$ cat src/hw/rtl/hsfd_pkg.sv
package hsfd_pkg;

  // One received reply byte and its frame marker.
  typedef struct packed {
    logic [7:0] rx_byte;
    logic       frame_start;
  } in_t;

  // One decoded frame.
  typedef struct packed {
    logic signed [14:0] temperature_centi;
    logic [13:0]        humidity_centi;
    logic               status;
  } out_t;

  // A fully received frame, handed from the byte front end to the converter.
  typedef struct packed {
    logic [15:0] temp_word;
    logic [15:0] hum_word;
    logic        fail;
  } job_t;

  // Byte positions within a reply frame.
  localparam logic [2:0] POS_T_MSB = 3'd0;
  localparam logic [2:0] POS_T_LSB = 3'd1;
  localparam logic [2:0] POS_T_CRC = 3'd2;
  localparam logic [2:0] POS_H_MSB = 3'd3;
  localparam logic [2:0] POS_H_LSB = 3'd4;
  localparam logic [2:0] POS_H_CRC = 3'd5;

  localparam logic [7:0] CRC_INIT = 8'hFF;
  localparam logic [7:0] CRC_POLY = 8'h31;

  localparam int JOB_DEPTH = 4;
  localparam int JOB_AW    = $clog2(JOB_DEPTH);
  localparam int JOB_CW    = $clog2(JOB_DEPTH + 1);

  localparam logic [14:0] TEMP_SCALE  = 15'd17500;
  localparam logic [13:0] HUM_SCALE   = 14'd10000;
  localparam logic [14:0] TEMP_OFFSET = 15'd4500;

  // CRC-8, MSB first, one byte folded in.
  function automatic logic [7:0] crc8_byte(input logic [7:0] crc, input logic [7:0] b);
    logic [7:0] c;
    c = crc ^ b;
    for (int k = 0; k < 8; k++) begin
      if (c[7]) begin
        c = {c[6:0], 1'b0} ^ CRC_POLY;
      end else begin
        c = {c[6:0], 1'b0};
      end
    end
    return c;
  endfunction

endpackage

$ cat src/hw/rtl/hsfd_front.sv
module hsfd_front (
  input  logic          clk,
  input  logic          rst_n,
  input  logic          in_push,
  input  hsfd_pkg::in_t in_data,
  input  logic          job_full,
  output logic          job_push,
  output hsfd_pkg::job_t job_data
);
  import hsfd_pkg::*;

  logic [2:0]  byte_idx_r, byte_idx_nxt;
  logic [7:0]  crc_r, crc_nxt;
  logic [15:0] temp_word_r, temp_word_nxt;
  logic [15:0] hum_word_r, hum_word_nxt;
  logic        temp_fail_r, temp_fail_nxt;
  logic        take;
  logic [2:0]  pos;
  logic [7:0]  crc_seed;
  logic [7:0]  crc_upd;

  assign take     = in_push && !job_full;
  assign pos      = (in_data.frame_start || byte_idx_r > POS_H_CRC) ? POS_T_MSB : byte_idx_r;
  assign crc_seed = (pos == POS_T_MSB || pos == POS_H_MSB) ? CRC_INIT : crc_r;
  assign crc_upd  = crc8_byte(crc_seed, in_data.rx_byte);

  always_comb begin
    byte_idx_nxt  = byte_idx_r;
    crc_nxt       = crc_r;
    temp_word_nxt = temp_word_r;
    hum_word_nxt  = hum_word_r;
    temp_fail_nxt = temp_fail_r;
    job_push      = 1'b0;
    job_data      = '{temp_word: temp_word_r, hum_word: hum_word_r,
                      fail: temp_fail_r || (crc_r != in_data.rx_byte)};
    if (take) begin
      case (pos)
        POS_T_MSB: begin
          temp_fail_nxt = 1'b0;
          crc_nxt       = crc_upd;
          temp_word_nxt = {in_data.rx_byte, 8'h00};
          byte_idx_nxt  = POS_T_LSB;
        end
        POS_T_LSB: begin
          crc_nxt       = crc_upd;
          temp_word_nxt = {temp_word_r[15:8], in_data.rx_byte};
          byte_idx_nxt  = POS_T_CRC;
        end
        POS_T_CRC: begin
          temp_fail_nxt = (crc_r != in_data.rx_byte);
          crc_nxt       = CRC_INIT;
          byte_idx_nxt  = POS_H_MSB;
        end
        POS_H_MSB: begin
          crc_nxt      = crc_upd;
          hum_word_nxt = {in_data.rx_byte, 8'h00};
          byte_idx_nxt = POS_H_LSB;
        end
        POS_H_LSB: begin
          crc_nxt      = crc_upd;
          hum_word_nxt = {hum_word_r[15:8], in_data.rx_byte};
          byte_idx_nxt = POS_H_CRC;
        end
        default: begin
          job_push      = 1'b1;
          crc_nxt       = CRC_INIT;
          temp_fail_nxt = 1'b0;
          byte_idx_nxt  = POS_T_MSB;
        end
      endcase
    end
  end

  always_ff @(posedge clk) begin
    if (!rst_n) begin
      byte_idx_r  <= POS_T_MSB;
      crc_r       <= CRC_INIT;
      temp_word_r <= '0;
      hum_word_r  <= '0;
      temp_fail_r <= 1'b0;
    end else begin
      byte_idx_r  <= byte_idx_nxt;
      crc_r       <= crc_nxt;
      temp_word_r <= temp_word_nxt;
      hum_word_r  <= hum_word_nxt;
      temp_fail_r <= temp_fail_nxt;
    end
  end

  a_idx_range: assert property (@(posedge clk) disable iff (!rst_n)
    byte_idx_r <= POS_H_CRC)
    else $error("byte position left the frame range");

  a_push_restarts: assert property (@(posedge clk) disable iff (!rst_n)
    job_push |=> (byte_idx_r == POS_T_MSB && crc_r == CRC_INIT && !temp_fail_r))
    else $error("frame end did not restart the byte state");

endmodule

$ cat src/hw/rtl/hsfd_job_fifo.sv
module hsfd_job_fifo (
  input  logic           clk,
  input  logic           rst_n,
  input  logic           push,
  input  hsfd_pkg::job_t push_data,
  output logic           full,
  input  logic           pop,
  output logic           empty,
  output hsfd_pkg::job_t pop_data
);
  import hsfd_pkg::*;

  job_t              mem [JOB_DEPTH];
  logic [JOB_AW-1:0] wr_ptr_r, wr_ptr_nxt;
  logic [JOB_AW-1:0] rd_ptr_r, rd_ptr_nxt;
  logic [JOB_CW-1:0] count_r, count_nxt;
  logic              do_push, do_pop;

  assign full     = (count_r == JOB_CW'(JOB_DEPTH));
  assign empty    = (count_r == '0);
  assign do_push  = push && !full;
  assign do_pop   = pop && !empty;
  assign pop_data = mem[rd_ptr_r];

  always_comb begin
    wr_ptr_nxt = do_push ? wr_ptr_r + 1'b1 : wr_ptr_r;
    rd_ptr_nxt = do_pop ? rd_ptr_r + 1'b1 : rd_ptr_r;
    count_nxt  = count_r;
    if (do_push && !do_pop) begin
      count_nxt = count_r + 1'b1;
    end else if (do_pop && !do_push) begin
      count_nxt = count_r - 1'b1;
    end
  end

  always_ff @(posedge clk) begin
    if (do_push) begin
      mem[wr_ptr_r] <= push_data;
    end
  end

  always_ff @(posedge clk) begin
    if (!rst_n) begin
      wr_ptr_r <= '0;
      rd_ptr_r <= '0;
      count_r  <= '0;
    end else begin
      wr_ptr_r <= wr_ptr_nxt;
      rd_ptr_r <= rd_ptr_nxt;
      count_r  <= count_nxt;
    end
  end

  a_count_bound: assert property (@(posedge clk) disable iff (!rst_n)
    count_r <= JOB_CW'(JOB_DEPTH))
    else $error("job queue count overflow");

  a_count_track: assert property (@(posedge clk) disable iff (!rst_n)
    (do_push && !do_pop) |=> (count_r == $past(count_r) + 1'b1))
    else $error("job queue count missed a push");

  a_ptr_gap: assert property (@(posedge clk) disable iff (!rst_n)
    (wr_ptr_r - rd_ptr_r) == count_r[JOB_AW-1:0])
    else $error("job queue pointers disagree with count");

endmodule

$ cat src/hw/rtl/hsfd_back.sv
module hsfd_back (
  input  logic           clk,
  input  logic           rst_n,
  input  logic           job_empty,
  input  hsfd_pkg::job_t job_data,
  output logic           job_pop,
  input  logic           out_pop,
  output logic           out_empty,
  output hsfd_pkg::out_t out_data
);
  import hsfd_pkg::*;

  // floor(x / 65535) for x < 2^31: estimate by x >> 16, then one correction.
  function automatic logic [14:0] div65535(input logic [30:0] x);
    logic [14:0] q0;
    logic [16:0] r;
    q0 = x[30:16];
    r  = {1'b0, x[15:0]} + {2'b00, q0};
    return (r >= 17'd65535) ? q0 + 15'd1 : q0;
  endfunction

  logic        adv;
  logic        s1_valid_r, s1_valid_nxt;
  logic [30:0] t_prod_r, t_prod_nxt;
  logic [29:0] h_prod_r, h_prod_nxt;
  logic        s1_fail_r, s1_fail_nxt;
  logic        out_valid_r, out_valid_nxt;
  out_t        out_r, out_nxt;
  logic [14:0] t_quot;
  logic [14:0] h_quot;

  // The whole converter moves together whenever the output slot frees up.
  assign adv     = !out_valid_r || out_pop;
  assign job_pop = adv && !job_empty;

  assign t_prod_nxt   = TEMP_SCALE * job_data.temp_word;
  assign h_prod_nxt   = HUM_SCALE * job_data.hum_word;
  assign s1_fail_nxt  = job_data.fail;
  assign s1_valid_nxt = adv ? !job_empty : s1_valid_r;

  assign t_quot = div65535(t_prod_r);
  assign h_quot = div65535({1'b0, h_prod_r});

  always_comb begin
    out_valid_nxt = adv ? s1_valid_r : out_valid_r;
    out_nxt       = out_r;
    if (adv) begin
      if (s1_fail_r) begin
        out_nxt = '{temperature_centi: '0, humidity_centi: '0, status: 1'b1};
      end else begin
        out_nxt = '{temperature_centi: $signed(t_quot - TEMP_OFFSET),
                    humidity_centi: h_quot[13:0], status: 1'b0};
      end
    end
  end

  always_ff @(posedge clk) begin
    if (adv) begin
      t_prod_r  <= t_prod_nxt;
      h_prod_r  <= h_prod_nxt;
      s1_fail_r <= s1_fail_nxt;
    end
    out_r <= out_nxt;
  end

  always_ff @(posedge clk) begin
    if (!rst_n) begin
      s1_valid_r  <= 1'b0;
      out_valid_r <= 1'b0;
    end else begin
      s1_valid_r  <= s1_valid_nxt;
      out_valid_r <= out_valid_nxt;
    end
  end

  assign out_empty = !out_valid_r;
  assign out_data  = out_r;

endmodule

$ cat src/hw/rtl/humidity_sensor_frame_decode_core.sv
// Frame decoder for a six-byte temperature/humidity sensor reply.
//
// Input channel: one reply byte per beat, pushed with in_push while in_full
// is low, in the order T_MSB, T_LSB, T_CRC, H_MSB, H_LSB, H_CRC. Setting
// frame_start on a beat makes that byte the first of a new frame and drops
// any partly received frame. Each word is checked with CRC-8 (poly 0x31,
// init 0xFF, MSB first).
//
// Result channel: one beat per complete frame, read like a queue with
// out_pop while out_empty is low. Temperature is in hundredths of a degree C,
// humidity in hundredths of a percent; on any CRC mismatch status is 1 and
// both values read 0.
//
// Timing: one byte per cycle is accepted while in_full is low. The last byte
// of a frame puts the frame into the job queue; from there it passes one
// multiply stage, then the output register. The scaling by 1/65535 needs no
// divider; a shift estimate plus a single compare-and-add gives the floor.
//
// When the reader stalls, finished frames pile up in a four-entry job queue
// between the byte front end and the converter; in_full rises only when that
// queue is full. Reset (synchronous, rst_n low) empties the queue and the
// output and starts the byte count at the first temperature byte.
module humidity_sensor_frame_decode_core (
  input  logic            clk,
  input  logic            rst_n,
  input  logic            in_push,
  output logic            in_full,
  input  hsfd_pkg::in_t   in_data,
  input  logic            out_pop,
  output logic            out_empty,
  output hsfd_pkg::out_t  out_data
);
  import hsfd_pkg::*;

  logic job_push;
  logic job_full;
  logic job_pop;
  logic job_empty;
  job_t job_in;
  job_t job_out;

  // Byte handling stalls only on a full job queue.
  assign in_full = job_full;

  hsfd_front u_front (
    .clk      (clk),
    .rst_n    (rst_n),
    .in_push  (in_push),
    .in_data  (in_data),
    .job_full (job_full),
    .job_push (job_push),
    .job_data (job_in)
  );

  hsfd_job_fifo u_fifo (
    .clk       (clk),
    .rst_n     (rst_n),
    .push      (job_push),
    .push_data (job_in),
    .full      (job_full),
    .pop       (job_pop),
    .empty     (job_empty),
    .pop_data  (job_out)
  );

  hsfd_back u_back (
    .clk       (clk),
    .rst_n     (rst_n),
    .job_empty (job_empty),
    .job_data  (job_out),
    .job_pop   (job_pop),
    .out_pop   (out_pop),
    .out_empty (out_empty),
    .out_data  (out_data)
  );

endmodule

$ cat config.mk
export PLATFORM = sky130hd
export DESIGN_NAME = humidity_sensor_frame_decode_core
export DESIGN_NICKNAME = d
export VERILOG_FILES = /design/src/hw/rtl/hsfd_pkg.sv /design/src/hw/rtl/hsfd_front.sv /design/src/hw/rtl/hsfd_job_fifo.sv /design/src/hw/rtl/hsfd_back.sv /design/src/hw/rtl/humidity_sensor_frame_decode_core.sv
export SDC_FILE = /design/constraint.sdc
export NUM_CORES = 1
export LEC_CHECK = 0
export BUFFER_PORTS_ARGS = -buffer_cell sky130_fd_sc_hd__buf_2
export CORE_ASPECT_RATIO = 1.25
export CORE_MARGIN = 4
export CORE_UTILIZATION = 54
export CTS_CLUSTER_SIZE = 14
export DETAILED_ROUTE_END_ITERATION = 12
export PLACE_DENSITY = 0.78
export REMOVE_ABC_BUFFERS = 1
export SYNTH_ARGS = -nofsm -noshare
export SYNTH_HDL_FRONTEND = slang
export SYNTH_SLANG_ARGS = --single-unit
$ cat constraint.sdc
create_clock -name clk -period 14.8 [get_ports clk]
set_input_delay 3.7 -clock clk [delete_from_list [all_inputs] [get_ports clk]]
set_output_delay 3.7 -clock clk [all_outputs]
set_load 0.05 [all_outputs]
==> results.md <==
* Status: finished clean
* Critical path cell sequence: buf_4 > mux4_2 > inv_1 > fa_1 > inv_1 > ha_1 > inv_1 > fa_1 > inv_1 > ha_1 > inv_1 > fa_1 > inv_1 > ha_1 > a211oi_1 > o31ai_1 > o41ai_1 > o21ai_0 > a221o_1 > a21o_1 > a21oi_1 > xnor2_1
* DP Wirelength at roughly 24 mm
* Insertion delay of the later-clocked pin in the worst-skew pair at roughly 0.54 ns
* Floorplan die height at ~210 um
* Post-CTS Setup Bufs at 0
* Vias in the first global route at 11.2k
* Final routed wirelength across all metal layers at approximately 32 mm
* Final Hold Violating Endpoints at 0
* Effective utilization at floorplan at 55.2%
* Yosys reg bits at around 270
* Initial drt markers at between 600 and 700
* Setup repair after global routing missed its margin: false
* GR Util All Layers at a little under a fifth
* Share of the synthesized area in the top cell type at a little under two fifths
* Post-layout net count at 1826
* Worst-case clock buffer depth at 3
* Cts-stage hold buffer count at 0
* Worst-path maximum fanout at 33
* Synth async-reset ratio at 0%
* Cell Rows at 73
* Required time of the critical path at 15.10 ns
* CTS buffer count at 28
* Number of antenna violations at the first check in global routing at 0
* Count of mapped cells out of synthesis at between 1k and 1.5k
* Placeable core region at ~0.032 mm2
* Maxcap violations at 0
* Clock skew after layout at roughly 0.017 ns
* Headroom to the max-slew limit at 27.5%
* Category of the worst setup path launch point: register
* H-tree levels at 1
* Data arrival time of the critical path at around 6.7 ns
* PortBufs at 44
* Count of unresolved DRC violations after routing at 0
* Wire length of the first global-routing pass at 55.4 mm
* Mapped cell area at roughly 0.018 mm2
* TritonCTS clock tree: built
* Worst path most repeated cell: sky130_fd_sc_hd__inv_1
* Number of max-slew violations in the final report at 0
* Path category of the worst min-delay check: register to register
* Final Cycle Share at 43.3%
* Layout cells sized above 1 at around a tenth
* Clock-pin slew on the worst setup and hold paths at around 0.07 ns
* Area overhead of the layout relative to synthesis at 8.47%
* Sum Neg Setup Slack at 0 ns
* Achievable Freq at 156 MHz
* Setup-failing EPs final at 0
* Total congestion overflow at 0
* Final GP Congestion at ~0.94
* Worst Max-Slew Pin Slew at roughly 1.1 ns
* Number of antenna-violating nets in the routed design at 0
* Resize count post-CTS at 0
* Number of synthesized flops with an enable pin at roughly 220
* CP max stage cell: sky130_fd_sc_hd__mux4_2
* Drt via density at approximately 5.5
* Clk sink count at roughly 270
* Dominant cell type by area after synthesis: sky130_fd_sc_hd__edfxtp_1
* Count of distinct cell types in the synthesized netlist at 70
* Endpoint kind of the worst setup timing path: register
* Cells taking the most area after synthesis: sky130_fd_sc_hd__edfxtp_1 (37%), sky130_fd_sc_hd__ha_1 (14%), sky130_fd_sc_hd__fa_1 (9.4%)
* First drt pass iteration count at 5
* Setup slack, reg-to-reg at about 8.4 ns
* Chip width at roughly 170 um
* Critical path start-end classification: register to register
* Boundary pin count at 45
* Synthesized area divided by synthesized cell count at about 12 um2
* Maximum number of pins on one net before global-route repair at 88
* Shortest clock period the worst path allows after layout at approximately 6.4 ns
* Via Count at 10.9k
* Final routed wire length divided by cell count at roughly 16 um
* Slowest stage delay, CP at roughly 0.63 ns
* Sequential-to-total area share from yosys stat at roughly 43%
* Root buffer cell: sky130_fd_sc_hd__clkbuf_16
* Full die area at between 0.03 and 0.04 mm2
* Fillcell total at roughly 2.5k
* Final antenna diode count at 0
* Number of warnings reported in the yosys synthesis log at 0
* Primary FF master, synth: sky130_fd_sc_hd__edfxtp_1
## synth_stat cells, types with 5 or more instances
cell,number
sky130_fd_sc_hd__a211oi_1,9
sky130_fd_sc_hd__a21boi_0,13
sky130_fd_sc_hd__a21o_1,23
sky130_fd_sc_hd__a21oi_1,59
sky130_fd_sc_hd__a22oi_1,13
sky130_fd_sc_hd__a31oi_1,8
sky130_fd_sc_hd__and2_1,13
sky130_fd_sc_hd__and3_1,21
sky130_fd_sc_hd__clkbuf_1,34
sky130_fd_sc_hd__dfxtp_1,55
sky130_fd_sc_hd__edfxtp_1,218
sky130_fd_sc_hd__fa_1,83
sky130_fd_sc_hd__ha_1,198
sky130_fd_sc_hd__inv_1,219
sky130_fd_sc_hd__mux2i_1,22
sky130_fd_sc_hd__mux4_2,33
sky130_fd_sc_hd__nand2_1,60
sky130_fd_sc_hd__nand2b_1,6
sky130_fd_sc_hd__nand3_1,23
sky130_fd_sc_hd__nand4_1,13
sky130_fd_sc_hd__nor2_1,77
sky130_fd_sc_hd__nor2b_1,40
sky130_fd_sc_hd__nor3_1,20
sky130_fd_sc_hd__o211ai_1,9
sky130_fd_sc_hd__o21a_1,8
sky130_fd_sc_hd__o21ai_0,28
sky130_fd_sc_hd__o21bai_1,7
sky130_fd_sc_hd__o31ai_1,7
sky130_fd_sc_hd__or2_2,5
sky130_fd_sc_hd__or3_1,5
sky130_fd_sc_hd__xnor2_1,85
sky130_fd_sc_hd__xor2_1,25
## layout make-up
class                           count  area, um2  share of cell area [%]
Multi-Input combinational cell    959       9050                    47.2
Tap cell                          412        515                    2.69
Sequential cell                   273       7650                    39.9
Inverter                          219        823                    4.29
Clock buffer                       34        754                    3.93
Timing Repair Buffer               51        273                    1.42
Clock inverter                     18        120                   0.626
## sequential cells by signal, indices dropped and copies added, names as in the netlist, 2 cells and up, named ones only
| register | count |
|---|---|
| u_back.h_prod_r | 26 |
| u_back.out_data | 30 |
| u_back.t_prod_r | 29 |
| u_fifo.count_r | 3 |
| u_fifo.mem | 132 |
| u_fifo.rd_ptr_r | 2 |
| u_fifo.wr_ptr_r | 2 |
| u_front.byte_idx_r | 3 |
| u_front.crc_r | 8 |
| u_front.hum_word_r | 16 |
| u_front.temp_word_r | 16 |
## logic make-up after synthesis
| kind of cell | share of synthesized area, % |
|---|---|
| mux | 5.70 |
| buf+inv | 5.60 |
| xor+xnor | 5.45 |
| fa+ha+maj | 23.4 |
| flops | 43.2 |
| simple gates | 8.48 |
| compound gates | 8.12 |
## worst max-delay path: cells and delay by family (launching register included)
family,cells,cell delay [ns]
xor+xnor,1,0.07
buf+inv,7,0.96
flops,1,0.31
mux,1,0.63
compound gates,7,2.02
fa+ha+maj,6,2.17
## through the flow
stage / cell area [um2] / setup slack, ns / std cells / hold slack (ns) / util, %
after floorplan: 17500 / 7.72 / 1451 / 0.441 / -
after global placement: 18300 / 8.47 / 1914 / 0.453 / 57.1
after detailed placement: 18300 / 8.38 / 1914 / 0.461 / 57.1
after CTS: 19200 / 8.37 / 1966 / 0.477 / 59.8
after global routing: 19200 / 7.79 / 1966 / 0.504 / 59.8
final: 19200 / 8.40 / 1966 / 0.474 / 59.8
## layer usage
layer  global-route usage [%]  vias up  share of wire, %
li1                         -     5307                 -
met1                     23.1     5311                41
met2                     34.6      199                52
met3                     1.80       60               3.3
met4                     5.94        0               3.1
met5                        0        -                 0
## cells in the final DEF (no fill, tap or decap), types with 4 or more instances in the layout
master | netlist | layout
sky130_fd_sc_hd__a211oi_1 | 9 | 9
sky130_fd_sc_hd__a21boi_0 | 13 | 13
sky130_fd_sc_hd__a21o_1 | 23 | 23
sky130_fd_sc_hd__a21oi_1 | 59 | 59
sky130_fd_sc_hd__a22oi_1 | 13 | 13
sky130_fd_sc_hd__a31oi_1 | 8 | 8
sky130_fd_sc_hd__and2_1 | 13 | 13
sky130_fd_sc_hd__and3_1 | 21 | 21
sky130_fd_sc_hd__buf_2 | 2 | 44
sky130_fd_sc_hd__buf_4 | 1 | 7
sky130_fd_sc_hd__clkbuf_1 | 34 | 4
sky130_fd_sc_hd__clkbuf_16 | 0 | 29
sky130_fd_sc_hd__clkinv_2 | 0 | 8
sky130_fd_sc_hd__clkinvlp_4 | 0 | 4
sky130_fd_sc_hd__dfxtp_1 | 55 | 54
sky130_fd_sc_hd__edfxtp_1 | 218 | 218
sky130_fd_sc_hd__fa_1 | 83 | 83
sky130_fd_sc_hd__ha_1 | 198 | 198
sky130_fd_sc_hd__inv_1 | 219 | 218
sky130_fd_sc_hd__mux2i_1 | 22 | 22
sky130_fd_sc_hd__mux4_2 | 33 | 33
sky130_fd_sc_hd__nand2_1 | 60 | 60
sky130_fd_sc_hd__nand2b_1 | 6 | 6
sky130_fd_sc_hd__nand3_1 | 23 | 23
sky130_fd_sc_hd__nand4_1 | 13 | 13
sky130_fd_sc_hd__nor2_1 | 77 | 77
sky130_fd_sc_hd__nor2b_1 | 40 | 40
sky130_fd_sc_hd__nor3_1 | 20 | 20
sky130_fd_sc_hd__o211ai_1 | 9 | 9
sky130_fd_sc_hd__o21a_1 | 8 | 8
sky130_fd_sc_hd__o21ai_0 | 28 | 28
sky130_fd_sc_hd__o21bai_1 | 7 | 7
sky130_fd_sc_hd__o31ai_1 | 7 | 7
sky130_fd_sc_hd__or2_2 | 5 | 5
sky130_fd_sc_hd__or3_1 | 5 | 5
sky130_fd_sc_hd__xnor2_1 | 85 | 85
sky130_fd_sc_hd__xor2_1 | 25 | 25
## path summary, 6_finish.rpt
check | from | cells past startpoint | endpoint
worst min register to register | u_back.s1_valid_r | 2 | u_back.s1_valid_r
worst max-delay path | register | 22 | u_back.h_prod_r[29]
worst max register to register | register | 22 | u_back.h_prod_r[29]
worst min-delay path | u_back.s1_valid_r | 2 | u_back.s1_valid_r
Power is left out: the tool's default activity adds up to more than one toggle a clock period on the data nets, which glitch-free logic cannot reach.
